File: src/hw/rtl/assert_macros.svh
// ----------------------------------------------------------------------------
// Assertion macros
// Clocked property checks; they compile to nothing when SYNTH is defined.
// ----------------------------------------------------------------------------
`ifndef ASSERT_MACROS_SVH
`define ASSERT_MACROS_SVH

`ifndef SYNTH
// prop must hold at every clock edge outside reset
`define ASSERT_AT(label, clk, rstn, prop) \
    label: assert property (@(posedge clk) disable iff (!rstn) prop) \
        else $error("assertion failed");
// expr must never be true outside reset
`define ASSERT_NEVER(label, clk, rstn, expr) \
    label: assert property (@(posedge clk) disable iff (!rstn) !(expr)) \
        else $error("forbidden condition seen");
`else
`define ASSERT_AT(label, clk, rstn, prop)
`define ASSERT_NEVER(label, clk, rstn, expr)
`endif

`endif

File: src/hw/rtl/ibe_pkg.sv
// ----------------------------------------------------------------------------
// ibe_pkg
// Shared constants and types of the image border extrude block.
// ----------------------------------------------------------------------------
package ibe_pkg;

    localparam int MAX_WIDTH   = 128;   // power of two: row stride in the store
    localparam int MAX_HEIGHT  = 128;
    localparam int PAD_MAX     = 16;
    localparam int STORE_DEPTH = MAX_WIDTH * MAX_HEIGHT;

    localparam int COORD_W = 8;
    localparam int PAD_W   = 5;
    localparam int SIZE_W  = 8;
    localparam int SIDES_W = 4;
    localparam int PIXEL_W = 32;
    localparam int CFG_W   = 8;
    localparam int CFG_IDX_W = 2;
    localparam int COL_W   = $clog2(MAX_WIDTH);
    localparam int ROW_W   = $clog2(MAX_HEIGHT);
    localparam int ADDR_W  = COL_W + ROW_W;

    localparam int QUEUE_DEPTH = 4;
    localparam int QPTR_W      = $clog2(QUEUE_DEPTH);
    localparam int QCNT_W      = $clog2(QUEUE_DEPTH + 1);

    // configuration register indexes
    localparam logic [CFG_IDX_W-1:0] REG_PAD_WIDTH       = 2'd0;
    localparam logic [CFG_IDX_W-1:0] REG_SOURCE_WIDTH    = 2'd1;
    localparam logic [CFG_IDX_W-1:0] REG_SOURCE_HEIGHT   = 2'd2;
    localparam logic [CFG_IDX_W-1:0] REG_REPLICATE_SIDES = 2'd3;

    // item kinds
    localparam logic KIND_WRITE = 1'b0;
    localparam logic KIND_READ  = 1'b1;

    // replicate_sides bit positions
    localparam int SIDE_TOP    = 0;
    localparam int SIDE_BOTTOM = 1;
    localparam int SIDE_LEFT   = 2;
    localparam int SIDE_RIGHT  = 3;

    // one classified operation, front to back
    typedef struct packed {
        logic               is_write;
        logic               fetch;      // read: value comes from the store
        logic               oor;        // read: coordinate beyond output image
        logic [ADDR_W-1:0]  addr;
        logic [PIXEL_W-1:0] pixel;
    } op_t;

endpackage

File: src/hw/rtl/ibe_queue.sv
// ----------------------------------------------------------------------------
// ibe_queue
// Short FIFO of classified operations between front and back.
// ----------------------------------------------------------------------------
`include "assert_macros.svh"

module ibe_queue (
    input  logic         aclk,
    input  logic         aresetn,
    input  logic         push,
    input  ibe_pkg::op_t push_op,
    output logic         full,
    input  logic         pop,
    output ibe_pkg::op_t pop_op,
    output logic         empty
);

    ibe_pkg::op_t                 slot_reg [ibe_pkg::QUEUE_DEPTH];
    logic [ibe_pkg::QPTR_W-1:0]   wr_ptr_reg, wr_ptr_next;
    logic [ibe_pkg::QPTR_W-1:0]   rd_ptr_reg, rd_ptr_next;
    logic [ibe_pkg::QCNT_W-1:0]   count_reg, count_next;

    assign full   = (count_reg == ibe_pkg::QCNT_W'(ibe_pkg::QUEUE_DEPTH));
    assign empty  = (count_reg == '0);
    assign pop_op = slot_reg[rd_ptr_reg];

    always_comb begin
        wr_ptr_next = push ? wr_ptr_reg + 1'b1 : wr_ptr_reg;
        rd_ptr_next = pop  ? rd_ptr_reg + 1'b1 : rd_ptr_reg;
        count_next  = count_reg;
        if (push && !pop)
            count_next = count_reg + 1'b1;
        else if (pop && !push)
            count_next = count_reg - 1'b1;
    end

    always_ff @(posedge aclk) begin
        if (!aresetn) begin
            wr_ptr_reg <= '0;
            rd_ptr_reg <= '0;
            count_reg  <= '0;
        end else begin
            wr_ptr_reg <= wr_ptr_next;
            rd_ptr_reg <= rd_ptr_next;
            count_reg  <= count_next;
        end
    end

    always_ff @(posedge aclk) begin
        if (push)
            slot_reg[wr_ptr_reg] <= push_op;
    end

    `ASSERT_NEVER(a_pop_empty, aclk, aresetn, pop && empty)
    `ASSERT_AT(a_count_bound, aclk, aresetn, count_reg <= ibe_pkg::QCNT_W'(ibe_pkg::QUEUE_DEPTH))

endmodule

File: config.mk
export PLATFORM = sky130hd
export DESIGN_NAME = ibe_queue
export DESIGN_NICKNAME = d
export VERILOG_FILES = /design/src/hw/rtl/ibe_pkg.sv /design/src/hw/rtl/ibe_queue.sv
export VERILOG_INCLUDE_DIRS = /design/src /design/src/hw/rtl
export SDC_FILE = /design/constraint.sdc
export NUM_CORES = 1
export LEC_CHECK = 0
export ABC_AREA = 0
export BUFFER_PORTS_ARGS = -buffer_cell sky130_fd_sc_hd__buf_2
export CORE_AREA = 2 2 102 144
export CTS_CLUSTER_DIAMETER = 60
export DETAILED_ROUTE_END_ITERATION = 16
export DIE_AREA = 0 0 104 146
export GPL_TIMING_DRIVEN = 0
export PLACE_DENSITY = 0.76
export SLEW_MARGIN = 20
export SYNTH_ARGS = -nofsm -noshare
export SYNTH_HDL_FRONTEND = slang
export SYNTH_SLANG_ARGS = --single-unit
File: constraint.sdc
create_clock -name aclk -period 3.2 [get_ports aclk]
set_input_delay 0.32 -clock aclk [delete_from_list [all_inputs] [get_ports aclk]]
set_output_delay 0.32 -clock aclk [all_outputs]
set_load 0.005 [all_outputs]
Word-level counts from Yosys, hierarchy flattened
Memory sizes are Yosys's and may differ from the RTL's. A register that Yosys moved wholly into a read port is not among the register bits. Cells that the tools add are included.

Flip-flop bits (word level): 7. Bits in latches: 0. Bits in writable memories: 196. Bits in read-only memories: 0. Memories kept: 1.

$add $sub $neg: 4. $mul: 0. Div/mod/pow operators: 0. $lt $le $gt $ge: 0. Equality and inequality tests: 1. Shift operators: 0. Mux-type cells: 6. Bitwise logic cells: 0. Reduce and logical (&&, ||, !) cells: 6.

Memory list: slot_reg (words 4, width 49, read ports 1, clocked after memory_dff 1, write ports 1, RTL line ibe_queue.sv:18) `ibe_pkg::op_t slot_reg [ibe_pkg::QUEUE_DEPTH];`.

Operators by type and width (count): $mux W3 (2); $add A2 B1 Y2 const B (2); $mux W2 (2); $add A3 B1 Y3 const B (1); $eq A3 B3 Y1 const B (1); $logic_not A3 Y1 (1); $sub A3 B1 Y3 const B (1); $logic_and A1 B1 Y1 (2); $logic_not A1 Y1 (2); $mux W1 (2); $reduce_bool A2 Y1 (1).

Depth between registers and ports, before layout
Word-level depth: 4. Depth in mapped cells: 7. Mapped depth without buffers: 7.

Worst setup path before layout
No wires, ideal clock.

Path kind: register to register. Start: register wr_ptr_reg[0] (netlist name). End: memory slot_reg[2][0] (netlist name), enable pin. Arrival: 1.710 ns. Path slack: 1.078 ns. Cell stages (with the launch flop): 4. Clock period less this slack: 2.122 ns. Cells stage by stage: dfxtp_1 inv_1 ha_1 and2_1.

RTL lines: from (decl) (RTL line ibe_queue.sv:19) `logic [ibe_pkg::QPTR_W-1:0] wr_ptr_reg, wr_ptr_next;`; from (signal assigned) (RTL line ibe_queue.sv:43) `wr_ptr_reg <= wr_ptr_next;`; to (decl) (RTL line ibe_queue.sv:18).

No word-level cell before the write port.

==> impl_metrics.ini <==
[status]
status = completed

[clock_network]
numCtsBuffers = 19
clk_pin_slew_worst_paths_ns = 0.07
clk_path_buf_depth = 3
cts_resized = 0
cts_root_buf = clkbuf_16
cts_tree = built
clk_latency_ns = 0.48
cts.sinks = 205
cts.htree.levels = 1
cts_setup_buffers = 0
ctsHoldBuffers = 0

[power_and_ir_drop]
ir_worst_vdd_uv = 395
powerDensity_mw_per_mm2 = 640
p_leak_nw = 3.05
total_power_mw = 5.73

[timing]
timing.setup.tns_ns = 0
setup_violations = 0
max_freq_mhz = 444
timing.slew.headroom_pct = 56.4
skew_ns = 0.0180
fin_crit_sh_pct = 70.4
rsz0062_at_grt = no
setup_slack_ns = 0.948
hold_viol = 0
drv_slew = 0
fin_crit_ns = 2.25
worst_slew_pin_slew_ns = 0.654

[synthesis]
synth_nets = 358
ys_ff_latch = 205
synth_cells = 299
synth_cell_types = 23
yosys_warnings = 0
seq_area_frac_synth_pct = 80.5
netlist_area_mm2 = 0.00754
syn_avg_cell_area_um2 = 25.2

[grt]
grt_use_total_pct = 16.9
grt_pass1_wl_um = 19500
antenna_found_initial = 1
globalRouteOverflowTotal = 0
grt_pass1_vias = 3663
grt_max_degree = 35

[floorplan]
dieArea_mm2 = 0.0152
initial_core_util_pct = 54.7
num_io_pins = 104
core_mm2 = 0.0138
rows = 51
die-width_um = 104
die_y_um = 146

[setup_path]
critPathMaxFanout = 10
end_kind = output port
critPathLaunchType = flop
timing_worst_setup_path_type = reg -> out
cp.required_ns = 2.88
rr_startpoint = count_reg[0]
critPathArrivalTime_ns = 1.93

[detailed_routing]
vias = 3357
post_drt_wl_per_cell_um = 20.2
vias_per_cell = 5.38
drtPass1Iterations = 4
antenna_left = 0
drtIter0Drc = 197
drc = 0
drt-total-wl_um = 12600

[layout]
nets = 486
largest_register_ffs = 196
areaGrowthSynthToFinish_pct = 18.6
drive_above_1_share_pct = 43.4

[place]
place_ws_ns = 1.31
port_buffers = 103
routabilityCongestion = 0.720
dp_hpwl_um = 7920

[flow_run]
cap_violations = 0

[hold_path]
hold_path.class = in -> reg
hold_start = push_op[25]
==> area by class of cell <==
cell class	instances	area, µm²
timing repair buffer	107	596
multi-input combinational	79	1370
buffer	11	95.1
clock buffer	25	498
fill	985	4840
inverter	4	15.0
sequential	205	6070
tap	185	231
clock inverter	7	65.1
antenna	1	2.50
==> kinds of logic (layout without fill, tap and decap cells) <==
family	count (synthesis)	after routing	share of synthesized area, %
flops	205	205	80.5
mux	51	51	15.0
simple gates	15	15	1.21
buf+inv	15	154	1.46
fa+ha+maj	6	6	1.10
xor+xnor	5	5	0.581
compound gates	2	2	0.166
other cells	0	1	0
==> synth_stat cells <==
cell type | instances | area (µm²)
a21boi_0 | 1 | 7.51
and2_1 | 9 | 56.3
buf_1 | 3 | 11.3
buf_12 | 2 | 40.0
buf_2 | 2 | 10.0
buf_4 | 3 | 22.5
buf_6 | 1 | 11.3
dfxtp_1 | 9 | 180
edfxtp_1 | 196 | 5890
fa_1 | 1 | 20.0
ha_1 | 5 | 62.6
inv_1 | 4 | 15.0
mux2i_1 | 2 | 20.0
mux4_1 | 2 | 52.6
mux4_2 | 47 | 1060
nand2_1 | 1 | 3.75
nor2b_1 | 2 | 12.5
nor3_1 | 1 | 5.00
nor3b_1 | 1 | 7.51
o21ai_0 | 1 | 5.00
or3_1 | 1 | 6.26
xnor2_1 | 2 | 17.5
xor2_1 | 3 | 26.3
==> power by group <==
| group | switching [mW] | leakage, nW | internal, mW |
|---|---|---|---|
| clock | 0.884 | 0.275 | 1.18 |
| sequential | 0.0365 | 1.87 | 3.08 |
| combinational | 0.263 | 0.903 | 0.284 |
| total | 1.18 | 3.05 | 4.54 |
==> layer usage <==
| metal | share of wire (%) | vias up | global-route usage, % |
|---|---|---|---|
| met5 | 0 | - | 0 |
| met4 | 2.1 | 0 | 5.34 |
| met3 | 4.5 | 20 | 2.96 |
| met2 | 55 | 90 | 31.0 |
| met1 | 38 | 1737 | 20.4 |
| li1 | - | 1510 | - |
==> placed cells by master, fill, tap and decap left out, types with 3 or more instances in the layout <==
cell type / synthesis / final
dfxtp_1: 9 / 9
and2_1: 9 / 5
buf_1: 3 / 3
clkbuf_1: 0 / 6
and2_4: 0 / 4
ha_1: 5 / 5
xor2_1: 3 / 3
buf_2: 2 / 105
clkbuf_16: 0 / 19
edfxtp_1: 196 / 196
buf_4: 3 / 3
buf_12: 2 / 6
inv_1: 4 / 4
mux4_2: 47 / 47
==> stage by stage <==
stage | area, µm² | instances | utilization (%) | hold WS (ns)
after floorplan | 7540 | 299 | - | 0.419
after global placement | 8280 | 587 | 60.1 | 0.482
after detailed placement | 8370 | 591 | 60.8 | 0.538
after CTS | 8940 | 623 | 64.8 | 0.0397
after global routing | 8940 | 623 | 64.8 | 0.0446
final | 8940 | 624 | 64.9 | 0.0460
==> path summary, 6_finish.rpt <==
| kind | to | slack (ns) | cells past startpoint |
|---|---|---|---|
| worst max-delay path | pop_op[29] | 0.95 | 4 |
| worst min-delay path | slot_reg[2][25] | 0.05 | 1 |
| worst min register to register | count_reg[2] | 0.57 | 2 |
| worst max register to register | count_reg[2] | 1.66 | 4 |
==> worst max-delay path, stage by stage, from the launching register on <==
cell	delay [ns]
dfxtp_1	0.36
buf_2	0.28
buf_2	0.32
mux4_2	0.36
buf_2	0.15
Note: power is estimated with default switching activity, not from simulation.
