[config.mk]
export PLATFORM = sky130hd
export DESIGN_NAME = ibe_front
export DESIGN_NICKNAME = d
export VERILOG_FILES = /design/src/hw/rtl/assert_macros.svh /design/src/hw/rtl/ibe_pkg.sv /design/src/hw/rtl/ibe_front.sv
export SDC_FILE = /design/constraint.sdc
export NUM_CORES = 1
export LEC_CHECK = 0
export ABC_CLOCK_PERIOD_IN_PS = 7400
export BUFFER_PORTS_ARGS = -buffer_cell sky130_fd_sc_hd__buf_2
export CORE_MARGIN = 8
export CORE_UTILIZATION = 59
export CTS_BUF_LIST = sky130_fd_sc_hd__clkbuf_8 sky130_fd_sc_hd__clkbuf_16
export DETAILED_ROUTE_END_ITERATION = 8
export PLACE_DENSITY = 0.88
export SLEW_MARGIN = 20
export SYNTH_ARGS = -nofsm -noshare
export SYNTH_HDL_FRONTEND = slang
export SYNTH_SLANG_ARGS = --single-unit
[constraint.sdc]
create_clock -name aclk -period 7.4 [get_ports aclk]
set_input_delay 0.74 -clock aclk [delete_from_list [all_inputs] [get_ports aclk]]
set_output_delay 0.74 -clock aclk [all_outputs]
set_load 0.005 [all_outputs]
[src/hw/rtl/assert_macros.svh]
// ----------------------------------------------------------------------------
// Assertion macros
// Clocked property checks; they compile to nothing when SYNTH is defined.
// ----------------------------------------------------------------------------
`ifndef ASSERT_MACROS_SVH
`define ASSERT_MACROS_SVH

`ifndef SYNTH
// prop must hold at every clock edge outside reset
`define ASSERT_AT(label, clk, rstn, prop) \
    label: assert property (@(posedge clk) disable iff (!rstn) prop) \
        else $error("assertion failed");
// expr must never be true outside reset
`define ASSERT_NEVER(label, clk, rstn, expr) \
    label: assert property (@(posedge clk) disable iff (!rstn) !(expr)) \
        else $error("forbidden condition seen");
`else
`define ASSERT_AT(label, clk, rstn, prop)
`define ASSERT_NEVER(label, clk, rstn, expr)
`endif

`endif

[src/hw/rtl/ibe_pkg.sv]
// ----------------------------------------------------------------------------
// ibe_pkg
// Shared constants and types of the image border extrude block.
// ----------------------------------------------------------------------------
package ibe_pkg;

    localparam int MAX_WIDTH   = 128;   // power of two: row stride in the store
    localparam int MAX_HEIGHT  = 128;
    localparam int PAD_MAX     = 16;
    localparam int STORE_DEPTH = MAX_WIDTH * MAX_HEIGHT;

    localparam int COORD_W = 8;
    localparam int PAD_W   = 5;
    localparam int SIZE_W  = 8;
    localparam int SIDES_W = 4;
    localparam int PIXEL_W = 32;
    localparam int CFG_W   = 8;
    localparam int CFG_IDX_W = 2;
    localparam int COL_W   = $clog2(MAX_WIDTH);
    localparam int ROW_W   = $clog2(MAX_HEIGHT);
    localparam int ADDR_W  = COL_W + ROW_W;

    localparam int QUEUE_DEPTH = 4;
    localparam int QPTR_W      = $clog2(QUEUE_DEPTH);
    localparam int QCNT_W      = $clog2(QUEUE_DEPTH + 1);

    // configuration register indexes
    localparam logic [CFG_IDX_W-1:0] REG_PAD_WIDTH       = 2'd0;
    localparam logic [CFG_IDX_W-1:0] REG_SOURCE_WIDTH    = 2'd1;
    localparam logic [CFG_IDX_W-1:0] REG_SOURCE_HEIGHT   = 2'd2;
    localparam logic [CFG_IDX_W-1:0] REG_REPLICATE_SIDES = 2'd3;

    // item kinds
    localparam logic KIND_WRITE = 1'b0;
    localparam logic KIND_READ  = 1'b1;

    // replicate_sides bit positions
    localparam int SIDE_TOP    = 0;
    localparam int SIDE_BOTTOM = 1;
    localparam int SIDE_LEFT   = 2;
    localparam int SIDE_RIGHT  = 3;

    // one classified operation, front to back
    typedef struct packed {
        logic               is_write;
        logic               fetch;      // read: value comes from the store
        logic               oor;        // read: coordinate beyond output image
        logic [ADDR_W-1:0]  addr;
        logic [PIXEL_W-1:0] pixel;
    } op_t;

endpackage

[src/hw/rtl/ibe_front.sv]
// ----------------------------------------------------------------------------
// ibe_front
// Holds the configuration, accepts items and maps each read coordinate of
// the padded image onto a store address, or onto zero / out of range.
// ----------------------------------------------------------------------------
module ibe_front (
    input  logic                            aclk,
    input  logic                            aresetn,
    input  logic                            cfg_wr_en,
    input  logic [ibe_pkg::CFG_IDX_W-1:0]   cfg_index,
    input  logic [ibe_pkg::CFG_W-1:0]       cfg_wdata,
    input  logic                            s_tvalid,
    output logic                            s_tready,
    // s_tdata: coord_x [7:0], coord_y [15:8], write_pixel [47:16]
    input  logic [47:0]                     s_tdata,
    // s_tuser: kind [0]
    input  logic                            s_tuser,
    output logic                            push,
    output ibe_pkg::op_t                    push_op,
    input  logic                            q_full
);

    logic [ibe_pkg::PAD_W-1:0]   pad_width_reg;
    logic [ibe_pkg::SIZE_W-1:0]  source_width_reg;
    logic [ibe_pkg::SIZE_W-1:0]  source_height_reg;
    logic [ibe_pkg::SIDES_W-1:0] sides_reg;

    always_ff @(posedge aclk) begin
        if (!aresetn) begin
            pad_width_reg     <= '0;
            source_width_reg  <= ibe_pkg::SIZE_W'(ibe_pkg::MAX_WIDTH);
            source_height_reg <= ibe_pkg::SIZE_W'(ibe_pkg::MAX_HEIGHT);
            sides_reg         <= '0;
        end else if (cfg_wr_en) begin
            case (cfg_index)
                ibe_pkg::REG_PAD_WIDTH:
                    pad_width_reg <= cfg_wdata[ibe_pkg::PAD_W-1:0];
                ibe_pkg::REG_SOURCE_WIDTH:    source_width_reg  <= cfg_wdata;
                ibe_pkg::REG_SOURCE_HEIGHT:   source_height_reg <= cfg_wdata;
                ibe_pkg::REG_REPLICATE_SIDES:
                    sides_reg <= cfg_wdata[ibe_pkg::SIDES_W-1:0];
                default: ;
            endcase
        end
    end

    logic [ibe_pkg::COORD_W-1:0] x, y;
    logic [ibe_pkg::PIXEL_W-1:0] pix;
    logic                        kind;
    logic [ibe_pkg::PAD_W-1:0]   pad;
    logic [ibe_pkg::SIZE_W-1:0]  sw, sh;
    logic [ibe_pkg::COORD_W:0]   lim_x, lim_y, end_x, end_y;
    logic [ibe_pkg::COORD_W-1:0] dx, dy;
    logic [ibe_pkg::SIZE_W-1:0]  sw_m1, sh_m1;
    logic                        x_lo, y_lo, col_in, row_in, oor, wr_in;
    logic [ibe_pkg::COL_W-1:0]   sx;
    logic [ibe_pkg::ROW_W-1:0]   sy;
    logic                        fetch;

    assign x    = s_tdata[7:0];
    assign y    = s_tdata[15:8];
    assign pix  = s_tdata[47:16];
    assign kind = s_tuser;

    always_comb begin
        // effective register values after clamping
        pad = (pad_width_reg > ibe_pkg::PAD_W'(ibe_pkg::PAD_MAX))
            ? ibe_pkg::PAD_W'(ibe_pkg::PAD_MAX) : pad_width_reg;
        if (source_width_reg == '0)
            sw = ibe_pkg::SIZE_W'(1);
        else if (source_width_reg > ibe_pkg::SIZE_W'(ibe_pkg::MAX_WIDTH))
            sw = ibe_pkg::SIZE_W'(ibe_pkg::MAX_WIDTH);
        else
            sw = source_width_reg;
        if (source_height_reg == '0)
            sh = ibe_pkg::SIZE_W'(1);
        else if (source_height_reg > ibe_pkg::SIZE_W'(ibe_pkg::MAX_HEIGHT))
            sh = ibe_pkg::SIZE_W'(ibe_pkg::MAX_HEIGHT);
        else
            sh = source_height_reg;
    end

    always_comb begin
        end_x = {1'b0, sw} + (ibe_pkg::COORD_W+1)'(pad);
        end_y = {1'b0, sh} + (ibe_pkg::COORD_W+1)'(pad);
        lim_x = end_x + (ibe_pkg::COORD_W+1)'(pad);
        lim_y = end_y + (ibe_pkg::COORD_W+1)'(pad);
        oor   = ({1'b0, x} >= lim_x) || ({1'b0, y} >= lim_y);
        x_lo  = x < ibe_pkg::COORD_W'(pad);
        y_lo  = y < ibe_pkg::COORD_W'(pad);
        col_in = !x_lo && ({1'b0, x} < end_x);
        row_in = !y_lo && ({1'b0, y} < end_y);
        dx    = x - ibe_pkg::COORD_W'(pad);
        dy    = y - ibe_pkg::COORD_W'(pad);
        sw_m1 = sw - ibe_pkg::SIZE_W'(1);
        sh_m1 = sh - ibe_pkg::SIZE_W'(1);

        sx    = dx[ibe_pkg::COL_W-1:0];
        sy    = dy[ibe_pkg::ROW_W-1:0];
        fetch = 1'b0;
        if (col_in && row_in) begin
            fetch = 1'b1;
        end else if (col_in) begin
            // top or bottom band: copy the nearest source row
            if (y_lo) begin
                sy    = '0;
                fetch = sides_reg[ibe_pkg::SIDE_TOP];
            end else begin
                sy    = sh_m1[ibe_pkg::ROW_W-1:0];
                fetch = sides_reg[ibe_pkg::SIDE_BOTTOM];
            end
        end else if (row_in) begin
            if (x_lo) begin
                sx    = '0;
                fetch = sides_reg[ibe_pkg::SIDE_LEFT];
            end else begin
                sx    = sw_m1[ibe_pkg::COL_W-1:0];
                fetch = sides_reg[ibe_pkg::SIDE_RIGHT];
            end
        end

        wr_in = (x < sw) && (y < sh);

        push_op.is_write = (kind == ibe_pkg::KIND_WRITE);
        push_op.pixel    = pix;
        if (kind == ibe_pkg::KIND_WRITE) begin
            push_op.fetch = 1'b0;
            push_op.oor   = 1'b0;
            push_op.addr  = {y[ibe_pkg::ROW_W-1:0], x[ibe_pkg::COL_W-1:0]};
        end else begin
            push_op.fetch = fetch && !oor;
            push_op.oor   = oor;
            push_op.addr  = {sy, sx};
        end
    end

    assign s_tready = !q_full;
    // writes outside the source are dropped here
    assign push = s_tvalid && s_tready && ((kind == ibe_pkg::KIND_READ) || wr_in);

endmodule

# [After elaboration in Yosys (flattened, before gate mapping)]
# Index checks and enable logic that the tools add are counted.
[word_totals] reg_bits=25 input_bits=64 output_inout_bits=51
[op_classes] add_sub_neg=8 order_cmp=11 n_eq_ne=3 mux=18 n_bitwise=1 reduce_logical=20
[op_table] operator="$mux 7" count=7
[op_table] operator="$mux 8" count=4
[op_table] operator="$add 8x5->9" count=2
[op_table] operator="$add 9x5->9" count=2
[op_table] operator="$ge 8x9->1" count=2
[op_table] operator="$lt 8x9->1" count=2
[op_table] operator="$gt 8x8->1 const B" count=2
[op_table] operator="$logic_not 8->1" count=2
[op_table] operator="$lt 8x5->1" count=2
[op_table] operator="$lt 8x8->1" count=2
[op_table] operator="$mux 16" count=1
[op_table] operator="$sub 7x1->7 const B" count=2
[op_table] operator="$sub 7x5->7" count=2
[op_table] operator="$reduce_and 2->1" count=4
[op_table] operator="$logic_and 1x1->1" count=7
[op_table] operator="$gt 5x5->1 const B" count=1
[op_table] operator="$mux 1" count=5
[op_table] operator="$mux 5" count=1
[op_table] operator="$eq 2x2->1 const B" count=2
[op_table] operator="$logic_not 1->1" count=4
[op_table] operator="$eq 2x1->1 const B" count=1
[op_table] operator="$logic_not 2->1" count=1
[op_table] operator="$logic_or 1x1->1" count=2
[op_table] operator="$not 1->1" count=1

# [Depth between registers and ports, before layout]
[depth] depth_word=11 ltp_mapped=23 depth_no_buf=23

# [Worst setup path before layout]
# OpenSTA, ideal clock, no wires.
[synth_path] path_kind="reg-to-output" from="reg source_height_reg[3] in the netlist's numbering" to="out push_op[35] in the netlist's numbering" arrival_time_ns=4.148 t_required_ns=6.660 setup_slack_ns=2.512 path_stages_with_launch=23 n_path_buf=1 path_cell_list="dfxtp_1 > or3_1 > nor4_1 > o21ai_0 > inv_1 > ha_1 > fa_1 > a21o_1 > a21oi_1 > inv_1 > a21oi_1 > nor2_1 > xnor2_1 > inv_1 > ha_1 > a21o_1 > a21oi_1 > o21ai_2 > a21oi_2 > o21ai_2 > buf_6 > a211o_1 > a31oi_1"
[synth_rtl] element="start, declared" line_no="ibe_front.sv:25" rtl="logic [ibe_pkg::SIZE_W-1:0] source_height_reg;"
[synth_rtl] element="start signal, assigned" line_no="ibe_front.sv:32" rtl="source_height_reg <= ibe_pkg::SIZE_W'(ibe_pkg::MAX_HEIGHT);"
[synth_rtl] element="start signal, assigned" line_no="ibe_front.sv:39" rtl="ibe_pkg::REG_SOURCE_HEIGHT: source_height_reg <= cfg_wdata;"
[synth_rtl] element="end, declared" line_no="ibe_front.sv:19" rtl="output ibe_pkg::op_t push_op,"

==> summary.txt <==
Timing
  – Unrepaired setup endpoints after global routing: false
  – Time the worst path needs with I/O delays and setup: about 6.3 ns
  – Share of the clock period used by the worst path: roughly 85%
  – Relative slew margins: a little under a third
  – Max Transition Viols Final: 0
  – Actual slew at the worst max-slew pin: roughly 1.0 ns
  – Final Skew: 0 ns
  – Setup TNS: 0 ns
  – Number of setup violations in the final report: 0
  – Final Hold Fails: 0
  – Post-layout worst setup margin: roughly 1.1 ns
  – Max Clk Rate: about 160 MHz

Critical path
  – Path type of the worst setup path: reg -> out
  – Largest fanout on the critical path: 12
  – Reg2Reg Depth: 2
  – Endpoint type of the worst setup path: primary output
  – Crit path required time: 6.66 ns
  – Data arrival at the endpoint of the critical path: approximately 5.5 ns
  – Startpoint Class: register

Global route
  – Total congestion overflow: 0
  – Largest net degree at the start of global routing: 31
  – Initial antenna violation count: 0
  – Global routing usage on met3: between 2 and 3%
  – GR peak layer: met2
  – Via count of the first global-routing pass: 3841
  – Met2 track demand over resource in global routing: between 30% and 40%
  – First-pass GRT wire length: 18600 µm
  – Met1 layer usage reported by global route: 28.4%
  – Global-route usage over all layers: between 20% and 30%

Route
  – Wire length per cell: around 18 µm
  – Detailed Routing Iterations Pass 1: 4
  – Drt initial violations: approximately 230
  – Antenna Violating Nets Remaining: 0
  – Routed WL: approximately 11000 µm
  – Residual DRC: 0
  – Total number of vias: slightly below 4000
  – Via/cell ratio: roughly 6

Clock tree
  – Maximum root-to-sink buffer count: 2
  – Post-CTS setup buffers: 0
  – Clock root cell: clkbuf_8
  – Clock input transition at the sequential cells of the worst setup and hold paths: 0.08 ns
  – Post_cts resized: 0
  – CTS Buf Count: 3
  – Number of H-tree levels: 1
  – CTS tree: built
  – Clock insertion delay at the later pin of the skew report: 0.26 ns
  – Total of hold buffers inserted after clock tree synthesis: 0
  – CTS Sinks: 25

Placed design
  – Total half-perimeter wirelength after legalization and detailed placement: roughly 9700 µm
  – Worst setup slack after placement: 1.50 ns
  – Placement-stage cell area: about 4300 µm²
  – Number of port buffers: 50
  – Routability congestion estimate: between 1 and 1.5

Logic synthesis
  – Number of register bits inferred by synthesis: 25
  – Syn nets: around 690
  – Cells after Synth: ~540
  – Most used DFF post-synth: dfxtp_1
  – Part of the Yosys area used for sequential elements: 11.8%
  – Unique masters post-synth: 57
  – Average instance area after synthesis: a little under 8 µm²
  – Async set-or-reset flop fraction in the synthesized netlist: 0%
  – Number of enable-type register cells in the synthesized netlist: 0
  – Post-synth design cell area: between 4000 and 5000 µm²
  – Yosys warns: 0

Hold path
  – Worst Hold Path Cells: 2
  – Class of the tightest hold or removal check: reg -> reg

Cells and area
  – Area of the multi-input gates: around 3300 µm²
  – Net count reported at finish: a little over 700
  – Filler instances: between 600 and 700
  – Most used cells in the layout excluding fill and tap cells: 78 x ha_1, 57 x nand2_1, 50 x buf_2, 42 x inv_1, 40 x a21oi_1
  – Sequential standard cell area: 500 µm²
  – Most common cell after layout, fill and taps aside: ha_1
  – Util after Layout: 61.6%
  – Design Area, Final: 4370 µm²
  – Antenna diodes: 0
  – Fraction of final layout cells sized beyond drive strength 1: between 10% and 20%
  – Growth of design area from synthesis to finish: 3.19%

Power and ir drop
  – PD cells: between 90 and 100 nW/µm²
  – Peak supply drop: 0.143 mV
  – Static Leak: about 2.1 nW

Floorplan
  – Number of placed I/O pins: about 120
  – Effective utilization at floorplan: about three fifths
  – Total number of placement rows: 31
  – Core area: around 7100 µm²
  – Horizontal extent of the die: just over 100 µm
  – Die Height: between 100 and 150 µm
  – Die ar.: slightly above 10000 µm²

Flow run
  – Max-cap violations: 0

Status
  – Status: finished, final reports clean
[kinds of logic after synthesis]
| logic type | synth area share [%] |
|---|---|
| compound gates | 21.7 |
| fa+ha+maj | 25.9 |
| simple gates | 18.7 |
| xor+xnor | 6.62 |
| flops | 11.8 |
| buf+inv | 10.6 |
| mux | 4.58 |
[final cells by class]
type,instances,area share [%]
tap,99,2.84
sequential,25,11.5
clock inverter,1,0.115
inverter,44,3.78
multi-input combinational,433,75.1
clock buffer,3,0.945
timing repair buffer,50,5.73
[where the power goes]
group          leakage [nW]  total, mW  switching (mW)  internal, mW
Sequential            0.203      0.144         0.00516         0.139
Combinational          1.91      0.210           0.120        0.0906
Clock                0.0255     0.0796          0.0420        0.0376
Total                  2.14      0.434           0.167         0.267
[cells in the mapped netlist, types with 6 or more instances]
cell,n,area share [%]
a211oi_1,6,1.1
nor2b_1,18,2.7
mux2i_1,16,3.8
a21o_1,18,3.2
nand2_1,57,5.1
nand2b_1,9,1.3
a21oi_1,40,4.7
ha_1,78,23
a31oi_1,8,1.2
nor2_1,35,3.1
a21boi_0,17,3.0
clkbuf_1,8,0.71
dfxtp_1,25,12
fa_1,6,2.8
nand3_1,7,0.83
xor2_1,17,3.5
xnor2_1,15,3.1
inv_1,42,3.7
o21ai_0,23,2.7
buf_4,32,5.7
[metrics by stage]
| step | total power [mW] | instances | hold WS, ns |
|---|---|---|---|
| after floorplan | 0.300 | 544 | 0.451 |
| after global placement | 0.346 | 651 | 0.466 |
| after detailed placement | 0.353 | 651 | 0.479 |
| after CTS | 0.433 | 655 | 0.491 |
| after global routing | 0.466 | 655 | 0.515 |
| final | 0.434 | 655 | 0.485 |
[worst max-delay path: stages (launching register included)]
cell     delay [ns]
dfxtp_1        0.40
or3_1          0.22
nor4_1         0.06
o21ai_0        0.50
inv_1          0.09
ha_1           0.23
fa_1           0.42
a21o_1         0.18
a21oi_1        0.24
inv_1          0.07
a21oi_1        0.21
nor2_1         0.08
xnor2_1        0.29
inv_1          0.08
ha_1           0.29
a21o_1         0.16
a21oi_1        0.34
o21ai_2        0.12
a21oi_2        0.28
o21ai_2        0.27
or3_1          0.43
a31oi_1        0.16
buf_2          0.13
[per-layer routing]
layer,part of all wire (%),routed length [µm]
met1,45,5180
met2,47,5420
met3,5.7,651
met4,2.1,242
met5,0,0
[path summary, 6_finish.rpt]
check | startpoint | end | slack, ns
worst max-delay path | source_height_reg[3] | push_op[36] | 1.14
worst min-delay path | source_width_reg[0] | source_width_reg[0] | 0.48
worst max register to register | source_height_reg[7] | source_height_reg[7] | 6.39
worst min register to register | source_width_reg[0] | source_width_reg[0] | 0.48
Power figures use the tool's default switching activity.
